**src/hw/rtl/rrq_pkg.sv**
```systemverilog
`timescale 1ns / 1ps
// ----------------------------------------------------------------------------
// rrq_pkg: shared types and constants of the random removal queue
// Port widths, parameter defaults, operation and status codes.
// ----------------------------------------------------------------------------
package rrq_pkg;

	localparam int DEF_CAPACITY   = 16;
	localparam int DEF_ITEM_WIDTH = 32;
	localparam int DEF_RAND_WIDTH = 16;

	localparam int OP_W        = 2;
	localparam int ITEM_PORT_W = 32;
	localparam int RAND_PORT_W = 16;
	localparam int STAT_W      = 2;
	localparam int FILL_PORT_W = 5;

	typedef enum logic [OP_W-1:0] {
		OP_PUT      = 2'd0,
		OP_PUT_IGN  = 2'd1,
		OP_PUT_MOVE = 2'd2,
		OP_GET      = 2'd3
	} rrq_op_t;

	typedef enum logic [STAT_W-1:0] {
		ST_OK    = 2'd0,
		ST_FULL  = 2'd1,
		ST_EMPTY = 2'd2,
		ST_DUP   = 2'd3
	} rrq_status_t;

endpackage

```
**src/hw/rtl/rrq_ram.sv**
```systemverilog
`timescale 1ns / 1ps
// ----------------------------------------------------------------------------
// rrq_ram: generic single-write, single-read RAM
// One write port and one read port with registered read data.
// ----------------------------------------------------------------------------
module rrq_ram #(
	parameter int WIDTH = 32,
	parameter int DEPTH = 16
) (
	input  logic                     clk,
	input  logic                     we,
	input  logic [$clog2(DEPTH)-1:0] waddr,
	input  logic [WIDTH-1:0]         wdata,
	input  logic                     re,
	input  logic [$clog2(DEPTH)-1:0] raddr,
	output logic [WIDTH-1:0]         rdata
);

	logic [WIDTH-1:0] mem_q [DEPTH];
	logic [WIDTH-1:0] rdata_q;

	always_ff @(posedge clk) begin
		if (we) begin
			mem_q[waddr] <= wdata;
		end
		if (re) begin
			rdata_q <= mem_q[raddr];
		end
	end

	assign rdata = rdata_q;

endmodule

```
**src/hw/rtl/rrq_rem.sv**
```systemverilog
`timescale 1ns / 1ps
// ----------------------------------------------------------------------------
// rrq_rem: iterative remainder unit
// Restoring division, one dividend bit per cycle; pulses done with the
// remainder of dividend by divisor.
// ----------------------------------------------------------------------------
module rrq_rem #(
	parameter int DW = 16,
	parameter int VW = 5
) (
	input  logic          clk,
	input  logic          arst_n,
	input  logic          start,
	input  logic [DW-1:0] dividend,
	input  logic [VW-1:0] divisor,
	output logic          done,
	output logic [VW-1:0] remainder
);

	localparam int NW = $clog2(DW);

	logic          busy_q;
	logic          done_q;
	logic [NW-1:0] cnt_q;
	logic [DW-1:0] dvd_q;
	logic [VW-1:0] div_q;
	logic [VW-1:0] rem_q;
	logic [VW:0]   trial;
	logic [VW:0]   diff;
	logic [VW-1:0] rem_nxt;
	logic          last;

	assign trial   = {rem_q, dvd_q[DW-1]};
	assign diff    = trial - {1'b0, div_q};
	assign rem_nxt = (trial >= {1'b0, div_q}) ? diff[VW-1:0] : trial[VW-1:0];
	assign last    = (cnt_q == NW'(DW - 1));

	always_ff @(posedge clk or negedge arst_n) begin
		if (!arst_n) begin
			busy_q <= 1'b0;
			done_q <= 1'b0;
			cnt_q  <= '0;
		end else begin
			done_q <= busy_q && last;
			if (start) begin
				busy_q <= 1'b1;
				cnt_q  <= '0;
			end else if (busy_q) begin
				cnt_q <= cnt_q + NW'(1);
				if (last) begin
					busy_q <= 1'b0;
				end
			end
		end
	end

	always_ff @(posedge clk) begin
		if (start) begin
			dvd_q <= dividend;
			div_q <= divisor;
			rem_q <= '0;
		end else if (busy_q) begin
			dvd_q <= {dvd_q[DW-2:0], 1'b0};
			rem_q <= rem_nxt;
		end
	end

	assign done      = done_q;
	assign remainder = rem_q;

endmodule

```
**src/hw/rtl/random_removal_queue.sv**
```systemverilog
`timescale 1ns / 1ps
// ----------------------------------------------------------------------------
// random_removal_queue: bounded item store with removal at random positions
// Put, put ignoring duplicates, put moving duplicate to end, and get at
// index rand_value mod count; one result beat per input beat.
// ----------------------------------------------------------------------------
// The store holds up to CAPACITY items in a single-port-read RAM and takes
// one operation at a time; in_ready is low while an operation runs. The
// duplicate-checking puts scan the stored items one RAM read per cycle. A
// put that moves a duplicate reads the entries behind it while shifting
// them down. A get runs the remainder unit and then does two RAM reads and
// one write. A get on an empty store answers without running the remainder
// unit; a put that finds the store full takes as long as one that
// succeeds. The result sits in an output register, so a new item is taken
// while the previous result waits for out_ready.
// ----------------------------------------------------------------------------
module random_removal_queue #(
	parameter int CAPACITY   = rrq_pkg::DEF_CAPACITY,
	parameter int ITEM_WIDTH = rrq_pkg::DEF_ITEM_WIDTH,
	parameter int RAND_WIDTH = rrq_pkg::DEF_RAND_WIDTH
) (
	input  logic                            clk,
	input  logic                            arst_n,
	input  logic                            in_valid,
	output logic                            in_ready,
	input  logic [rrq_pkg::OP_W-1:0]        op,
	input  logic [rrq_pkg::ITEM_PORT_W-1:0] item_value,
	input  logic [rrq_pkg::RAND_PORT_W-1:0] rand_value,
	output logic                            out_valid,
	input  logic                            out_ready,
	output logic [rrq_pkg::ITEM_PORT_W-1:0] item_out,
	output logic [rrq_pkg::STAT_W-1:0]      status,
	output logic [rrq_pkg::FILL_PORT_W-1:0] fill_count
);

	import rrq_pkg::*;

	localparam int AW  = $clog2(CAPACITY);
	localparam int CW  = $clog2(CAPACITY + 1);
	localparam int IKW = (ITEM_WIDTH < ITEM_PORT_W) ? ITEM_WIDTH : ITEM_PORT_W;
	localparam int RKW = (RAND_WIDTH < RAND_PORT_W) ? RAND_WIDTH : RAND_PORT_W;
	localparam logic [CW-1:0] CAP_C = CW'(CAPACITY);
	localparam logic [AW:0]   CAP_A = (AW + 1)'(CAPACITY);

	typedef enum logic [7:0] {
		S_IDLE  = 8'b0000_0001,
		S_SCAN  = 8'b0000_0010,
		S_SHIFT = 8'b0000_0100,
		S_APP   = 8'b0000_1000,
		S_REM   = 8'b0001_0000,
		S_GRD   = 8'b0010_0000,
		S_GWR   = 8'b0100_0000,
		S_FIN   = 8'b1000_0000
	} state_t;

	state_t                  state_q, state_d;
	rrq_op_t                 op_q, op_d;
	logic [ITEM_WIDTH-1:0]   item_q, item_d;
	logic [ITEM_WIDTH-1:0]   got_q, got_d;
	logic [CW-1:0]           count_q, count_d;
	logic [CW-1:0]           scan_q, scan_d;
	logic [AW-1:0]           ci_q, ci_d;
	logic                    rv_q, rv_d;
	logic [AW-1:0]           idx_q, idx_d;
	rrq_status_t             st_q, st_d;
	logic                    ov_q, ov_d;
	logic [ITEM_PORT_W-1:0]  oitem_q, oitem_d;
	rrq_status_t             ost_q, ost_d;
	logic [FILL_PORT_W-1:0]  ofill_q, ofill_d;

	logic                    ram_we;
	logic [AW-1:0]           ram_wa;
	logic [ITEM_WIDTH-1:0]   ram_wd;
	logic                    ram_re;
	logic [AW-1:0]           ram_ra;
	logic [ITEM_WIDTH-1:0]   ram_rd;
	logic                    rem_start;
	logic                    rem_done;
	logic [CW-1:0]           rem_val;
	logic                    match;

	assign match = rv_q && (ram_rd == item_q);

	always_comb begin
		state_d   = state_q;
		op_d      = op_q;
		item_d    = item_q;
		got_d     = got_q;
		count_d   = count_q;
		scan_d    = scan_q;
		ci_d      = ci_q;
		rv_d      = rv_q;
		idx_d     = idx_q;
		st_d      = st_q;
		ov_d      = ov_q;
		oitem_d   = oitem_q;
		ost_d     = ost_q;
		ofill_d   = ofill_q;
		ram_we    = 1'b0;
		ram_wa    = '0;
		ram_wd    = item_q;
		ram_re    = 1'b0;
		ram_ra    = '0;
		rem_start = 1'b0;

		if (ov_q && out_ready) begin
			ov_d = 1'b0;
		end

		unique case (state_q)
			S_IDLE: begin
				if (in_valid) begin
					op_d   = rrq_op_t'(op);
					item_d = ITEM_WIDTH'(item_value[IKW-1:0]);
					got_d  = '0;
					scan_d = '0;
					rv_d   = 1'b0;
					unique case (rrq_op_t'(op))
						OP_PUT: begin
							state_d = S_APP;
						end
						OP_PUT_IGN, OP_PUT_MOVE: begin
							state_d = S_SCAN;
						end
						OP_GET: begin
							if (count_q == '0) begin
								st_d    = ST_EMPTY;
								state_d = S_FIN;
							end else begin
								rem_start = 1'b1;
								state_d   = S_REM;
							end
						end
						default: begin
							state_d = S_IDLE;
						end
					endcase
				end
			end
			S_SCAN: begin
				if (match) begin
					if (op_q == OP_PUT_IGN) begin
						st_d    = ST_DUP;
						state_d = S_FIN;
					end else begin
						scan_d  = CW'(ci_q) + CW'(1);
						rv_d    = 1'b0;
						state_d = S_SHIFT;
					end
				end else if (scan_q < count_q) begin
					ram_re = 1'b1;
					ram_ra = scan_q[AW-1:0];
					ci_d   = scan_q[AW-1:0];
					rv_d   = 1'b1;
					scan_d = scan_q + CW'(1);
				end else begin
					rv_d    = 1'b0;
					state_d = S_APP;
				end
			end
			S_SHIFT: begin
				if (rv_q) begin
					ram_we = 1'b1;
					ram_wa = ci_q - AW'(1);
					ram_wd = ram_rd;
				end
				if (scan_q < count_q) begin
					ram_re = 1'b1;
					ram_ra = scan_q[AW-1:0];
					ci_d   = scan_q[AW-1:0];
					rv_d   = 1'b1;
					scan_d = scan_q + CW'(1);
				end else begin
					rv_d = 1'b0;
					if (!rv_q) begin
						ram_we  = 1'b1;
						ram_wa  = AW'(count_q - CW'(1));
						ram_wd  = item_q;
						st_d    = ST_OK;
						state_d = S_FIN;
					end
				end
			end
			S_APP: begin
				if (count_q == CAP_C) begin
					st_d = ST_FULL;
				end else begin
					ram_we  = 1'b1;
					ram_wa  = count_q[AW-1:0];
					ram_wd  = item_q;
					count_d = count_q + CW'(1);
					st_d    = ST_OK;
				end
				state_d = S_FIN;
			end
			S_REM: begin
				if (rem_done) begin
					idx_d   = rem_val[AW-1:0];
					ram_re  = 1'b1;
					ram_ra  = rem_val[AW-1:0];
					state_d = S_GRD;
				end
			end
			S_GRD: begin
				got_d   = ram_rd;
				ram_re  = 1'b1;
				ram_ra  = AW'(count_q - CW'(1));
				state_d = S_GWR;
			end
			S_GWR: begin
				ram_we  = 1'b1;
				ram_wa  = idx_q;
				ram_wd  = ram_rd;
				count_d = count_q - CW'(1);
				st_d    = ST_OK;
				state_d = S_FIN;
			end
			S_FIN: begin
				if (!ov_q || out_ready) begin
					ov_d    = 1'b1;
					oitem_d = ITEM_PORT_W'(got_q[IKW-1:0]);
					ost_d   = st_q;
					ofill_d = FILL_PORT_W'(count_q);
					state_d = S_IDLE;
				end
			end
			default: begin
				state_d = S_IDLE;
			end
		endcase
	end

	always_ff @(posedge clk or negedge arst_n) begin
		if (!arst_n) begin
			state_q <= S_IDLE;
			count_q <= '0;
			rv_q    <= 1'b0;
			ov_q    <= 1'b0;
		end else begin
			state_q <= state_d;
			count_q <= count_d;
			rv_q    <= rv_d;
			ov_q    <= ov_d;
		end
	end

	always_ff @(posedge clk) begin
		op_q    <= op_d;
		item_q  <= item_d;
		got_q   <= got_d;
		scan_q  <= scan_d;
		ci_q    <= ci_d;
		idx_q   <= idx_d;
		st_q    <= st_d;
		oitem_q <= oitem_d;
		ost_q   <= ost_d;
		ofill_q <= ofill_d;
	end

	rrq_ram #(
		.WIDTH (ITEM_WIDTH),
		.DEPTH (CAPACITY)
	) u_store (
		.clk   (clk),
		.we    (ram_we),
		.waddr (ram_wa),
		.wdata (ram_wd),
		.re    (ram_re),
		.raddr (ram_ra),
		.rdata (ram_rd)
	);

	rrq_rem #(
		.DW (RKW),
		.VW (CW)
	) u_rem (
		.clk       (clk),
		.arst_n    (arst_n),
		.start     (rem_start),
		.dividend  (rand_value[RKW-1:0]),
		.divisor   (count_q),
		.done      (rem_done),
		.remainder (rem_val)
	);

	assign in_ready   = (state_q == S_IDLE);
	assign out_valid  = ov_q;
	assign item_out   = oitem_q;
	assign status     = ost_q;
	assign fill_count = ofill_q;

	a_count_bound: assert property (@(posedge clk) disable iff (!arst_n)
		count_q <= CAP_C)
		else $error("fill count above capacity");

	a_full_status: assert property (@(posedge clk) disable iff (!arst_n)
		(state_q == S_FIN && st_q == ST_FULL) |-> count_q == CAP_C)
		else $error("full status with room left");

	a_empty_status: assert property (@(posedge clk) disable iff (!arst_n)
		(state_q == S_FIN && st_q == ST_EMPTY) |-> count_q == '0)
		else $error("empty status with items stored");

	a_wr_range: assert property (@(posedge clk) disable iff (!arst_n)
		ram_we |-> {1'b0, ram_wa} < CAP_A)
		else $error("store write beyond capacity");

	a_one_at_a_time: assert property (@(posedge clk) disable iff (!arst_n)
		(in_valid && in_ready) |=> !in_ready)
		else $error("second beat taken while busy");

endmodule

```
**config.mk**
```make
export PLATFORM = sky130hd
export DESIGN_NAME = random_removal_queue
export DESIGN_NICKNAME = d
export VERILOG_FILES = /design/src/hw/rtl/rrq_pkg.sv /design/src/hw/rtl/rrq_ram.sv /design/src/hw/rtl/rrq_rem.sv /design/src/hw/rtl/random_removal_queue.sv
export SDC_FILE = /design/constraint.sdc
export NUM_CORES = 1
export LEC_CHECK = 0
export BUFFER_PORTS_ARGS = -buffer_cell sky130_fd_sc_hd__buf_2
export CAP_MARGIN = 20
export CORE_ASPECT_RATIO = 1.4
export CORE_UTILIZATION = 55
export CTS_CLUSTER_SIZE = 24
export DETAILED_ROUTE_END_ITERATION = 8
export GPL_TIMING_DRIVEN = 0
export PLACE_DENSITY = 0.76
export SLEW_MARGIN = 40
export SYNTH_ARGS = -nofsm -noshare
export SYNTH_HDL_FRONTEND = slang
export SYNTH_HIERARCHICAL = 1
export SYNTH_SLANG_ARGS = --single-unit
export TNS_END_PERCENT = 10
```
**constraint.sdc**
```tcl
create_clock -name clk -period 5.6 [get_ports clk]
set_clock_uncertainty 0.15 [all_clocks]
set_input_delay 1.4 -clock clk [delete_from_list [all_inputs] [get_ports clk]]
set_output_delay 1.4 -clock clk [all_outputs]
set_load 0.05 [all_outputs]
```
==> run metrics <==
Final nets=around 1.7k; CTS Buffer Depth=3; I/O Pins=95; first-pass GRT wire length=between 90,000 and 100,000 um; Mapped Area=between 0.02 and 0.03 mm^2; crit path launch type=flip-flop; cell area after layout=0.0322 mm^2; peak supply drop=between 0.0004 and 0.0005 V; EDFF count, synth=685; Post-Synthesis Cells=1,370; initial core utilization=0.556; Synth top area share=0.741; layout cell share with drive strength beyond 1=0.299; Worst EP arrival=between 5 and 6 ns; post-synth top area cell=edfxtp_1; Area Overhead vs Synth=16.0%; synthesized area per cell=a little over 20 um^2; antenna violations before repair=0; f_max=roughly 200 MHz; CTS tree=yes; hold crit path type=reg -> reg; worst slew pin tran=between 0.9 and 1 ns; Synthesized Nets=1,444; DRC violations left=0; number of global-route vias before repair=approximately 15k; gpl congestion=slightly above 0.9; Die Ht=between 200 and 300 um; Slew Limit Fails=0; Seq/Total Area, Yosys=0.764; setup ws final=roughly 0.70 ns; clk sink count=slightly above 700; WS Path Type=reg -> reg; DP Worst Slack=0.844 ns; Diodes inserted=0; FF+latch count, synth=between 700 and 800; IO Port Bufs=94; worst endpoint required time=5.75 ns; Core ar.=approximately 0.050 mm^2; Fin. Hold Viols=0; First-pass DRT Iterations=6; Design Power=between 10 and 15 mW; Max-Cap Viols=0; # resized after CTS=0; number of buffers created by CTS=66; power density cells=roughly 390 mW/mm^2; Total GRT Usage=0.266; placed cells=~2.2k; Netlist cell types=68; leakage power=10.6 nW; Final Non-Filler Cells=~2.3k; detailed-route via count=roughly 15k; Final ANT Viol Nets=0; Worst-Skew Late Latency=0.62 ns; die width=192 um; largest net degree at the start of global routing=27; status=finished, final reports clean; area post-placement=between 0.03 and 0.04 mm^2; CTS H-tree depth=3; setup_tns=0 ns; fin crit share=0.876; Hold-fix buffers, CTS=0; unrepaired setup endpoints after global routing=no; crit-path max FO=10; final WL=approximately 66,000 um; Synth async-reset ratio=0.0295; top post-synthesis cells by area=edfxtp_1 (74%), mux4_2 (10%), mux2_2 (1.9%), a22oi_1 (1.8%), dfrtp_1 (1.8%); most common cell in the netlist=edfxtp_1; total die area=between 0.05 and 0.06 mm^2; flop2flop setup slack=around 0.70 ns; DP Wirelength=44,300 um; hold_ws=0.267 ns; Core Rows=between 90 and 100; CP endpoint kind=flip-flop; Setup violations, final=0; CTS clk-pin slew, worst paths=0.06 ns; post-CTS setup buffer count=0; most frequent cells after synthesis=edfxtp_1 (685), mux4_2 (128), a22oi_1 (67); Synth Warn #=6; routed len/inst=around 29 um; vias per inst=roughly 6.4; GRT overflow=0; Detailed Route Iter0 Violations=1,671; Main synth FF type=edfxtp_1; Max-slew headroom=0.388; clock root buffer=clkbuf_16; final core utilization=0.645; min Tclk post-route=roughly 5 ns
-- final timing paths --
| kind | startpoint | to | cells after the start |
|---|---|---|---|
| min in group asynchronous | arst_n | rv_q | 1 |
| hold reg to reg | got_q[28] | item_out[28] | 0 |
| max in group asynchronous | arst_n | count_q[4] | 1 |
| setup / recovery | count_q[2] | u_store/mem_q[4][11] | 14 |
| setup reg to reg | count_q[2] | u_store/mem_q[4][11] | 14 |
| hold / removal | got_q[28] | item_out[28] | 0 |
-- registers in the layout (all words and copies together), names as in the netlist --
name / flops
u_rem/done: 1
rv_q: 1
count_q: 5
out_valid: 1
u_rem/dvd_q: 16
u_store/rdata: 32
op_q: 2
u_rem/div_q: 5
state_q: 8
ci_q: 4
u_store/mem_q: 512
fill_count: 5
status: 2
u_rem/busy_q: 1
item_q: 32
st_q: 2
idx_q: 4
u_rem/remainder: 5
item_out: 32
u_rem/cnt_q: 4
got_q: 32
scan_q: 5
-- where the power goes --
group | total (mW) | switching (mW) | leakage [nW] | internal [mW]
registers | 6.63 | 0.206 | 6.53 | 6.43
logic | 1.56 | 1.06 | 3.04 | 0.494
clock network | 4.46 | 1.93 | 1.04 | 2.52
-- cell families (layout without fill, tap and decap cells) --
logic type / Yosys count / count (layout) / share of synthesized area
buf+inv: 84 / 354 / 0.0138
simple gates: 203 / 203 / 0.0396
mux: 179 / 179 / 0.124
fa+ha+maj: 20 / 20 / 0.00929
compound gates: 123 / 123 / 0.0334
flops: 711 / 711 / 0.764
xor+xnor: 50 / 50 / 0.0158
-- per-layer routing --
| layer | wire length [um] | global-route usage |
|---|---|---|
| met1 | 23600 | 0.332 |
| met2 | 33400 | 0.442 |
| met3 | 5700 | 0.0449 |
| met4 | 3630 | 0.151 |
| met5 | 0 | 0 |
-- area by class of cell --
cell class / count / area, um^2
tap: 643 / 805
fill: 3151 / 17700
buffer: 60 / 295
multi-input combinational: 575 / 6310
clock inverter: 37 / 368
clock buffer: 79 / 1750
sequential: 711 / 21200
timing repair buffer: 154 / 1370
inverter: 24 / 92.6
-- worst max-delay path, cell delays in order, from the launching register on --
cell and delay, ns:
dfrtp_1 0.35, clkbuf_1 0.31, inv_1 0.16, ha_1 0.32, nand2_1 0.05, o21ai_0 0.16
a31oi_1 0.12, buf_2 0.20, or3_1 0.44, o311ai_1 0.51, nand3b_1 0.43, nor3_2 0.61
buf_4 0.30, buf_2 0.22, buf_2 0.25
-- layout by cell type (no fill, tap or decap), types with 19 or more instances in the layout --
master / instances
mux4_2: 128
edfxtp_1: 685
buf_4: 31
a22oi_1: 67
clkbuf_1: 35
buf_2: 112
and2_1: 38
mux2_2: 47
inv_1: 22
dfrtp_1: 20
nand2_1: 53
xor2_1: 43
ha_1: 19
clkbuf_16: 68
nor2_1: 24
(Power assumes the default switching activity.)
